$ cat src/rtl/core/ldac_pkg.sv
// Package: constants, tables and types for the log-domain audio compressor.
`timescale 1ns / 1ps
package ldac_pkg;

    localparam int CHANNELS = 8;
    localparam int CH_AW    = (CHANNELS > 1) ? $clog2(CHANNELS) : 1;

    localparam logic signed [16:0] DB_FLOOR    = -17'sd30720;
    localparam logic [15:0]        RED_MAX     = 16'd30720;
    localparam logic [31:0]        DB_PER_LOG2 = 32'd394566;
    localparam logic [31:0]        LOG2_PER_DB = 32'd10885;

    localparam logic [30:0] POW_TAB [16] = '{
        31'd1518500250, 31'd1276901417, 31'd1170923762, 31'd1121280436,
        31'd1097253708, 31'd1085434106, 31'd1079572136, 31'd1076653033,
        31'd1075196443, 31'd1074468888, 31'd1074105294, 31'd1073923544,
        31'd1073832680, 31'd1073787251, 31'd1073764537, 31'd1073753181
    };

    typedef enum logic [2:0] {
        CFG_THRESHOLD = 3'd0,
        CFG_SLOPE     = 3'd1,
        CFG_MAKEUP    = 3'd2,
        CFG_ATTACK    = 3'd3,
        CFG_RELEASE   = 3'd4
    } t_cfg_idx;

    typedef enum logic [4:0] {
        S_IDLE, S_NORM, S_SQ_M, S_SQ_U, S_LVL_M, S_LVL_U, S_TGT_M, S_TGT_U,
        S_SM1_M, S_SM2_M, S_SM_U, S_GAIN_M, S_GAIN_U, S_POW_M, S_POW_U,
        S_OUT_M, S_OUT_U
    } t_state;

endpackage

$ cat src/rtl/core/ldac_if.sv
// Interfaces: sample input, result output and register write channels.
`timescale 1ns / 1ps
interface ldac_in_if;
    logic               valid;
    logic               ready;
    logic signed [23:0] sample_in;
    logic [2:0]         channel_in;
    modport source (output valid, sample_in, channel_in, input ready);
    modport sink (input valid, sample_in, channel_in, output ready);
endinterface

interface ldac_out_if;
    logic               valid;
    logic               ready;
    logic signed [23:0] sample_out;
    logic [2:0]         channel_out;
    logic [14:0]        reduction_db;
    modport source (output valid, sample_out, channel_out, reduction_db, input ready);
    modport sink (input valid, sample_out, channel_out, reduction_db, output ready);
endinterface

interface ldac_cfg_if;
    logic        valid;
    logic        ready;
    logic [2:0]  index;
    logic [15:0] data;
    modport source (output valid, index, data, input ready);
    modport sink (input valid, index, data, output ready);
endinterface

$ cat src/rtl/core/log_domain_audio_compressor.sv
// Feedforward log-domain compressor with per-channel gain smoothing.
//
// One sample is taken at a time. Samples of magnitude below 9 skip the log.
// The leading-one search shifts the 24-bit magnitude left once per leading
// zero, up to 20 times. The next sample can be taken in idle, which the
// sequencer enters when the result is loaded, so a sample holds the block
// until its result is loaded. All arithmetic runs through one registered
// 32x32 multiplier, driven by a sequencer. The sequencer runs 16 squaring
// steps for the log and 16 steps of the power table for the antilog. It
// uses two products for the smoothing and one each for the level, target,
// gain and output. The input is ready only in idle. A finished result waits
// in an output register while the next sample is taken. If a result is
// still waiting when the next one is finished, the sequencer holds until
// the output transfer. Register writes are taken at any time but must only
// happen while the block is idle.
`timescale 1ns / 1ps
module log_domain_audio_compressor
    import ldac_pkg::*;
(
    input  logic         i_clk,
    input  logic         i_rst_n,
    ldac_in_if.sink      i_in,
    ldac_out_if.source   o_out,
    ldac_cfg_if.sink     i_cfg
);

    t_state r_state, n_state;

    logic signed [15:0] r_thr;
    logic [15:0]        r_slope;
    logic signed [13:0] r_makeup;
    logic [15:0]        r_attack;
    logic [15:0]        r_release;
    logic [15:0]        mem [CHANNELS];

    logic               r_neg;
    logic [23:0]        r_mag;
    logic [23:0]        r_norm;
    logic [4:0]         r_sh;
    logic [2:0]         r_ch;
    logic [15:0]        r_prev;
    logic [15:0]        r_x;
    logic [15:0]        r_frac;
    logic [3:0]         r_cnt;
    logic signed [16:0] r_lvl;
    logic               r_ge;
    logic [15:0]        r_t;
    logic [15:0]        r_coef;
    logic [63:0]        r_acc;
    logic [15:0]        r_red;
    logic               r_gneg;
    logic signed [5:0]  r_n;
    logic [15:0]        r_f16;
    logic [30:0]        r_p;
    logic [63:0]        r_prod;

    logic               r_out_valid;
    logic signed [23:0] r_out_sample;
    logic [2:0]         r_out_ch;
    logic [14:0]        r_out_red;

    logic [31:0]        mul_a, mul_b;
    logic               in_ready;
    logic               out_load;

    logic [23:0]        in_mag;
    logic [CH_AW-1:0]   in_idx, ch_idx;
    logic [16:0]        sq_y;
    logic [15:0]        sl;
    logic [16:0]        ex;
    logic [15:0]        coef;
    logic signed [17:0] g;
    logic [17:0]        g_mag;
    logic [31:0]        pl;
    logic [20:0]        neg_l;
    logic [15:0]        tgt;
    logic [15:0]        red;
    logic [5:0]         sh_m1;
    logic [63:0]        q;
    logic [63:0]        res;
    logic signed [23:0] y;

    assign in_mag = i_in.sample_in[23] ? 24'(~i_in.sample_in + 24'sd1) : i_in.sample_in;
    assign in_idx = CH_AW'(i_in.channel_in);
    assign ch_idx = CH_AW'(r_ch);
    assign sq_y   = 17'(r_prod >> 15);
    assign sl     = (r_slope > 16'd32768) ? 16'd32768 : r_slope;
    assign ex     = 17'(r_lvl - 17'(r_thr));
    assign coef   = (r_t > r_prev) ? r_attack : r_release;
    assign g      = 18'(r_makeup) - $signed({2'b00, r_red});
    assign g_mag  = g[17] ? 18'(-g) : 18'(g);
    assign pl     = r_gneg ? 32'(-r_prod[31:0]) : r_prod[31:0];
    assign neg_l  = {r_sh, 16'b0} - 21'(r_frac);
    assign tgt    = (r_prod[63:15] > 49'(RED_MAX)) ? RED_MAX : r_prod[30:15];
    assign red    = 16'((r_acc + r_prod + 64'd32768) >> 16);
    assign sh_m1  = 6'(7'sd29 - 7'(r_n));
    assign q      = r_prod >> sh_m1;
    assign res    = (q >> 1) + 64'(q[0]);

    always_comb begin
        if (r_neg) begin
            y = (res > 64'd8388608) ? -24'sd8388608 : 24'(-res);
        end else begin
            y = (res > 64'd8388607) ? 24'sd8388607 : 24'(res);
        end
    end

    assign out_load = (r_state == S_OUT_U) && (!r_out_valid || o_out.ready);

    // next state
    always_comb begin
        n_state = r_state;
        unique case (r_state)
            S_IDLE:   if (i_in.valid) n_state = S_NORM;
            S_NORM: begin
                if (r_mag < 24'd9) n_state = S_TGT_M;
                else if (r_norm[23]) n_state = S_SQ_M;
            end
            S_SQ_M:   n_state = S_SQ_U;
            S_SQ_U:   n_state = (r_cnt == 4'd15) ? S_LVL_M : S_SQ_M;
            S_LVL_M:  n_state = S_LVL_U;
            S_LVL_U:  n_state = S_TGT_M;
            S_TGT_M:  n_state = S_TGT_U;
            S_TGT_U:  n_state = S_SM1_M;
            S_SM1_M:  n_state = S_SM2_M;
            S_SM2_M:  n_state = S_SM_U;
            S_SM_U:   n_state = S_GAIN_M;
            S_GAIN_M: n_state = S_GAIN_U;
            S_GAIN_U: n_state = S_POW_M;
            S_POW_M:  n_state = S_POW_U;
            S_POW_U:  n_state = (r_cnt == 4'd15) ? S_OUT_M : S_POW_M;
            S_OUT_M:  n_state = S_OUT_U;
            S_OUT_U:  if (out_load) n_state = S_IDLE;
            default:  n_state = S_IDLE;
        endcase
    end

    // outputs: handshake and multiplier operands
    always_comb begin
        in_ready = 1'b0;
        mul_a    = '0;
        mul_b    = '0;
        unique case (r_state)
            S_IDLE:   in_ready = 1'b1;
            S_SQ_M: begin
                mul_a = 32'(r_x);
                mul_b = 32'(r_x);
            end
            S_LVL_M: begin
                mul_a = 32'(neg_l);
                mul_b = DB_PER_LOG2;
            end
            S_TGT_M: begin
                mul_a = 32'(ex);
                mul_b = 32'(17'h08000 - 17'(sl));
            end
            S_SM1_M: begin
                mul_a = 32'(coef);
                mul_b = 32'(r_prev);
            end
            S_SM2_M: begin
                mul_a = 32'(17'h10000 - 17'(r_coef));
                mul_b = 32'(r_t);
            end
            S_GAIN_M: begin
                mul_a = 32'(g_mag);
                mul_b = LOG2_PER_DB;
            end
            S_POW_M: begin
                mul_a = 32'(r_p);
                mul_b = 32'(POW_TAB[r_cnt]);
            end
            // product held while the result waits for the output register
            S_OUT_M, S_OUT_U: begin
                mul_a = 32'(r_mag);
                mul_b = 32'(r_p);
            end
            default: begin
                mul_a = '0;
                mul_b = '0;
            end
        endcase
    end

    always_ff @(posedge i_clk) begin
        r_prod <= 64'(mul_a) * 64'(mul_b);
        unique case (r_state)
            S_IDLE: begin
                if (i_in.valid) begin
                    r_neg  <= i_in.sample_in[23];
                    r_mag  <= in_mag;
                    r_norm <= in_mag;
                    r_sh   <= '0;
                    r_ch   <= i_in.channel_in;
                    r_prev <= ({29'b0, i_in.channel_in} < 32'(CHANNELS)) ? mem[in_idx] : '0;
                end
            end
            S_NORM: begin
                if (r_mag < 24'd9) begin
                    r_lvl <= DB_FLOOR;
                end else if (!r_norm[23]) begin
                    r_norm <= {r_norm[22:0], 1'b0};
                    r_sh   <= r_sh + 5'd1;
                end else begin
                    r_x    <= r_norm[23:8];
                    r_frac <= '0;
                    r_cnt  <= '0;
                end
            end
            S_SQ_U: begin
                if (sq_y[16]) begin
                    r_x <= sq_y[16:1];
                    r_frac[4'd15 - r_cnt] <= 1'b1;
                end else begin
                    r_x <= sq_y[15:0];
                end
                r_cnt <= r_cnt + 4'd1;
            end
            S_LVL_U: r_lvl <= -$signed({1'b0, 16'((r_prod + 64'd8388608) >> 24)});
            S_TGT_M: r_ge <= (r_lvl >= 17'(r_thr));
            S_TGT_U: r_t <= r_ge ? tgt : '0;
            S_SM1_M: r_coef <= coef;
            S_SM2_M: r_acc <= r_prod;
            S_SM_U: begin
                r_red <= red;
                if (i_rst_n && ({29'b0, r_ch} < 32'(CHANNELS))) mem[ch_idx] <= red;
            end
            S_GAIN_M: r_gneg <= g[17];
            S_GAIN_U: begin
                r_n   <= pl[29:24];
                r_f16 <= pl[23:8];
                r_p   <= 31'h4000_0000;
                r_cnt <= '0;
            end
            S_POW_U: begin
                if (r_f16[4'd15 - r_cnt]) r_p <= 31'((r_prod + 64'h2000_0000) >> 30);
                r_cnt <= r_cnt + 4'd1;
            end
            default: ;
        endcase
        if (out_load) begin
            r_out_sample <= y;
            r_out_ch     <= r_ch;
            r_out_red    <= r_red[14:0];
        end
        if (!i_rst_n) begin
            r_state     <= S_IDLE;
            r_out_valid <= 1'b0;
            r_thr       <= -16'sd5120;
            r_slope     <= 16'd8192;
            r_makeup    <= '0;
            r_attack    <= 16'd64880;
            r_release   <= 16'd65470;
            for (int i = 0; i < CHANNELS; i++) mem[i] <= '0;
        end else begin
            r_state <= n_state;
            if (out_load) r_out_valid <= 1'b1;
            else if (o_out.ready) r_out_valid <= 1'b0;
            if (i_cfg.valid) begin
                unique case (i_cfg.index)
                    CFG_THRESHOLD: r_thr     <= i_cfg.data;
                    CFG_SLOPE:     r_slope   <= i_cfg.data;
                    CFG_MAKEUP:    r_makeup  <= i_cfg.data[13:0];
                    CFG_ATTACK:    r_attack  <= i_cfg.data;
                    CFG_RELEASE:   r_release <= i_cfg.data;
                    default: ;
                endcase
            end
        end
    end

    assign i_in.ready         = in_ready;
    assign i_cfg.ready        = 1'b1;
    assign o_out.valid        = r_out_valid;
    assign o_out.sample_out   = r_out_sample;
    assign o_out.channel_out  = r_out_ch;
    assign o_out.reduction_db = r_out_red;

endmodule

$ cat src/flat_wrapper.sv
// flat-port wrapper written by rule: the top's interface ports become plain ports
module log_domain_audio_compressor_flat import ldac_pkg::*;
  (i_clk, i_rst_n, i_in_valid, i_in_sample_in, i_in_channel_in, i_in_ready, o_out_valid, o_out_sample_out, o_out_channel_out, o_out_reduction_db, o_out_ready, i_cfg_valid, i_cfg_index, i_cfg_data, i_cfg_ready);
  ldac_in_if i_in_i ();
  ldac_out_if o_out_i ();
  ldac_cfg_if i_cfg_i ();
  input  logic i_clk;
  input  logic i_rst_n;
  input wire logic [$bits(i_in_i.valid)-1:0] i_in_valid;
  input wire logic [$bits(i_in_i.sample_in)-1:0] i_in_sample_in;
  input wire logic [$bits(i_in_i.channel_in)-1:0] i_in_channel_in;
  output wire logic [$bits(i_in_i.ready)-1:0] i_in_ready;
  output wire logic [$bits(o_out_i.valid)-1:0] o_out_valid;
  output wire logic [$bits(o_out_i.sample_out)-1:0] o_out_sample_out;
  output wire logic [$bits(o_out_i.channel_out)-1:0] o_out_channel_out;
  output wire logic [$bits(o_out_i.reduction_db)-1:0] o_out_reduction_db;
  input wire logic [$bits(o_out_i.ready)-1:0] o_out_ready;
  input wire logic [$bits(i_cfg_i.valid)-1:0] i_cfg_valid;
  input wire logic [$bits(i_cfg_i.index)-1:0] i_cfg_index;
  input wire logic [$bits(i_cfg_i.data)-1:0] i_cfg_data;
  output wire logic [$bits(i_cfg_i.ready)-1:0] i_cfg_ready;
  assign i_in_i.valid = i_in_valid;
  assign i_in_i.sample_in = i_in_sample_in;
  assign i_in_i.channel_in = i_in_channel_in;
  assign i_in_ready = i_in_i.ready;
  assign o_out_valid = o_out_i.valid;
  assign o_out_sample_out = o_out_i.sample_out;
  assign o_out_channel_out = o_out_i.channel_out;
  assign o_out_reduction_db = o_out_i.reduction_db;
  assign o_out_i.ready = o_out_ready;
  assign i_cfg_i.valid = i_cfg_valid;
  assign i_cfg_i.index = i_cfg_index;
  assign i_cfg_i.data = i_cfg_data;
  assign i_cfg_ready = i_cfg_i.ready;
  log_domain_audio_compressor u_core (.i_clk(i_clk), .i_rst_n(i_rst_n), .i_in(i_in_i), .o_out(o_out_i), .i_cfg(i_cfg_i));
endmodule
$ cat config.mk
export PLATFORM = sky130hd
export DESIGN_NAME = log_domain_audio_compressor_flat
export DESIGN_NICKNAME = d
export VERILOG_FILES = /design/src/rtl/core/ldac_pkg.sv /design/src/rtl/core/ldac_if.sv /design/src/rtl/core/log_domain_audio_compressor.sv /design/src/flat_wrapper.sv
export SDC_FILE = /design/constraint.sdc
export NUM_CORES = 2
export LEC_CHECK = 0
export BUFFER_PORTS_ARGS = -buffer_cell sky130_fd_sc_hd__buf_2
export CORE_MARGIN = 2
export CORE_UTILIZATION = 50
export CTS_BUF_LIST = sky130_fd_sc_hd__clkbuf_2 sky130_fd_sc_hd__clkbuf_4 sky130_fd_sc_hd__clkbuf_8
export DETAILED_ROUTE_END_ITERATION = 10
export GPL_TIMING_DRIVEN = 0
export MAX_ROUTING_LAYER = met4
export PLACE_DENSITY = 0.66
export SYNTH_ARGS = -nofsm -noshare
export SYNTH_HDL_FRONTEND = slang
export SYNTH_SLANG_ARGS = --single-unit
$ cat constraint.sdc
create_clock -name i_clk -period 30.2 [get_ports i_clk]
set_clock_uncertainty 0.1 [all_clocks]
set_input_delay 0 -clock i_clk [delete_from_list [all_inputs] [get_ports i_clk]]
set_output_delay 0 -clock i_clk [all_outputs]
set_load 0.005 [all_outputs]
==> results.sh <==
export IMPL_status="finished, violations left"
export IMPL_failed_checks="max-capacitance violations, max-slew violations"
export IMPL_setup_viol=0
export IMPL_ir_drop_v=0.00003838
export IMPL_vias=60440
export IMPL_cts_buffers=97
export IMPL_power_density_nw_per_um2=27.17
export IMPL_drt_iter0_markers=7493
export IMPL_cp_max_fo=10
export IMPL_gr_usage_met2_pct=57.68
export IMPL_synth_seq_area_share_pct=21.20
export IMPL_first_global_vias=59450
export IMPL_ys_ff_latch=579
export IMPL_synth_area_um2=68980
export IMPL_tightest_slew_ns=1.554
export IMPL_grt_remaining_overflow=0
export IMPL_final_max_slew_viol_count=21
export IMPL_cts_sinks=579
export IMPL_syn_area_per_cell_um2=9.071
export IMPL_clockRootBuffer="clkbuf_8"
export IMPL_n_fill_cell=12650
export IMPL_post_cts_buffers=0
export IMPL_async_flop_share_pct=0
export IMPL_rsz0062_at_grt="no"
export IMPL_cp_common_cell="fa_1"
export IMPL_clock_path_buffers=3
export IMPL_yosysWarnings=0
export IMPL_syn2layout_area_growth_pct=9.849
export IMPL_busiest_layer="met2"
export IMPL_multi_input_area_um2=48600
export IMPL_met1_usage_pct=55.34
export IMPL_die_w_um=375.4
export IMPL_slowest_delay_ns=0.93
export IMPL_cp_data_required_time_ns=30.67
export IMPL_start_util_pct=50.30
export IMPL_grt_max_degree=36
export IMPL_die_area_um2=140900
export IMPL_place_hpwl_mm=227.0
export IMPL_yosys_area_top_type="fa_1"
export IMPL_io_pins=96
export IMPL_drive_gt1_share_pct=8.040
export IMPL_io_buffer_count=94
export IMPL_fmax_ghz=0.05931
export IMPL_hold_class="in -> reg"
export IMPL_min_period_over_period_pct=55.83
export IMPL_syn_inst=7605
export IMPL_drt_wl_total_mm=279.7
export IMPL_synthFlopType="edfxtp_1"
export IMPL_slew_headroom_pct=-3.619
export IMPL_slowest_stage="o21ai_0"
export IMPL_die_height_um=375.4
export IMPL_grt_use_total_pct=40.92
export IMPL_p_leak_uw=0.03263
export IMPL_hold_viol=0
export IMPL_endpoint_kind="flop"
export IMPL_holdWs_ns=0.1086
export IMPL_netlist_area_leader_share_pct=25.22
export IMPL_period_needed_ns=16.86
export IMPL_cts_resized=0
export IMPL_path_class="reg -> reg"
export IMPL_start_kind="flop"
export IMPL_fin_setup_tns_ns=0
export IMPL_grt_pass1_wl_mm=405.3
export IMPL_drtPass1Iterations=9
export IMPL_routedWlPerCell_um=28.30
export IMPL_core_um2=137200
export IMPL_gp_congestion=1.105
export IMPL_rows=136
export IMPL_synth_edf_count=303
export IMPL_ff_latch_area_um2=14620
export IMPL_drc_errors=0
export IMPL_antenna_found_initial=22
export IMPL_synthTopCellsByArea="fa_1, edfxtp_1, dfxtp_1"
export IMPL_critPathArrivalTime_ns=17.33
export IMPL_viasPerCell=6.115
export IMPL_total_power_uw=2059
export IMPL_htree_levels=3
export IMPL_ant_nets=0
export IMPL_cts_tree="done"
export IMPL_insertion_delay_ns=0.85
export IMPL_post_route_util_pct=55.25
export IMPL_synth_cell_types=121
export IMPL_nNetsFinal=9309
export IMPL_max_cap_violations=4
export IMPL_use_met3_pct=11.95
export IMPL_clk_pin_slew_ns=0.07
## worst paths after layout
check | from | endpoint | slack, ns | cells past startpoint
max | u_core.r_red[1]$_DFFE_PP_ | u_core.r_prod[63]$_DFF_P_ | 13.34 | 47
min | i_rst_n | u_core.r_state[3]$_SDFFE_PN0P_ | 0.11 | 4
max reg2reg | u_core.r_red[1]$_DFFE_PP_ | u_core.r_prod[63]$_DFF_P_ | 13.34 | 47
min reg2reg | u_core.r_red[8]$_DFFE_PP_ | u_core.o_out.reduction_db[8]$_DFFE_PP_ | 0.35 | 0
## critical path, delay by kind of cell, from the launching register on
family / cells / cell delay [ns]
AO/OA/AOI/OAI: 19 / 6.70
XOR/XNOR: 1 / 0.87
adder cells (fa/ha/maj): 10 / 4.90
buffers and inverters: 9 / 2.01
flip-flops: 1 / 0.45
AND/OR/NAND/NOR: 8 / 1.51
## what timing repair did
| item | 4_1_cts | 5_1_grt |
|---|---|---|
| hold endpoints to repair | 217 | 0 |
| hold buffers | 125 | 0 |
| endpoints found under the setup margin | 0 | 0 |
## state kept, by name (all words and copies together), names as in the netlist, 17 cells and up
name	count
u_core.r_norm	24
u_core.r_prod	64
u_core.r_mag	24
u_core.mem	128
u_core.r_p	31
u_core.o_out.sample_out	24
u_core.r_acc	32
u_core.r_lvl	17
## cell usage after synthesis (all sizes together), types with 60 or more instances
library cell,number
nand3,139
fa,869
clkbuf,348
a21o,60
dfxtp,276
ha,401
edfxtp,303
buf,69
nor3,120
o21ai,205
xor2,100
inv,1113
nand2,1262
a21oi,182
and2,126
nor2,622
a21boi,165
mux4,138
xnor2,187
## cells by family (layout without fill, tap and decap cells)
logic type                 after synthesis  count (layout)  share of synthesized area, %
AOI/OAI and AO/OA                     1014            1014                         10.28
xor gates and xnor gates               287             287                         3.687
other                                    2              41                       0.01089
muxes                                  250             250                         6.287
DFF                                    579             579                         21.20
adders and majority gates             1270            1270                         32.49
and+or+nand+nor                       2669            2669                         17.34
buffers and inverters                 1534            1980                         8.699
## report_power, final
part           total (uW)  internal [uW]  switching (uW)
clock                 774            395             379
sequential            906            861            45.6
combinational         379            124             255
total                2060           1380             680
## cell type report
cell class              count  area share [%]
multi-input cells        5513           64.14
flip-flops and latches    579           19.30
inverters                1117           5.533
well taps                1794           2.962
repair buffers            263           2.852
plain buffers             417           2.389
clock buffers             133           2.201
clock inverters            50          0.5664
diodes                     18         0.05944
## metrics by stage
step	std cells	area [um^2]	worst slack [ns]
after floorplan	7626	69060	17.68
after global placement	9514	71780	10.79
after CTS	9863	75690	13.58
final	9884	75780	13.34
after global routing	9880	75770	12.77
after detailed placement	9555	72340	13.68
## metal layers
metal | part of all wire, % | vias up
met5 | 0 | -
met4 | 4.8 | 0
met3 | 13 | 680
met2 | 42 | 3585
met1 | 41 | 30410
li1 | - | 25770
## layout by cell type, fill, tap and decap left out, types with 183 or more instances in the layout
cell,n
xnor2_1,183
dfxtp_1,276
inv_1,1111
o21ai_0,193
clkbuf_1,346
ha_1,401
edfxtp_1,303
nand2_1,1262
nor2_1,619
fa_1,869
Power figures use the tool's default switching activity.
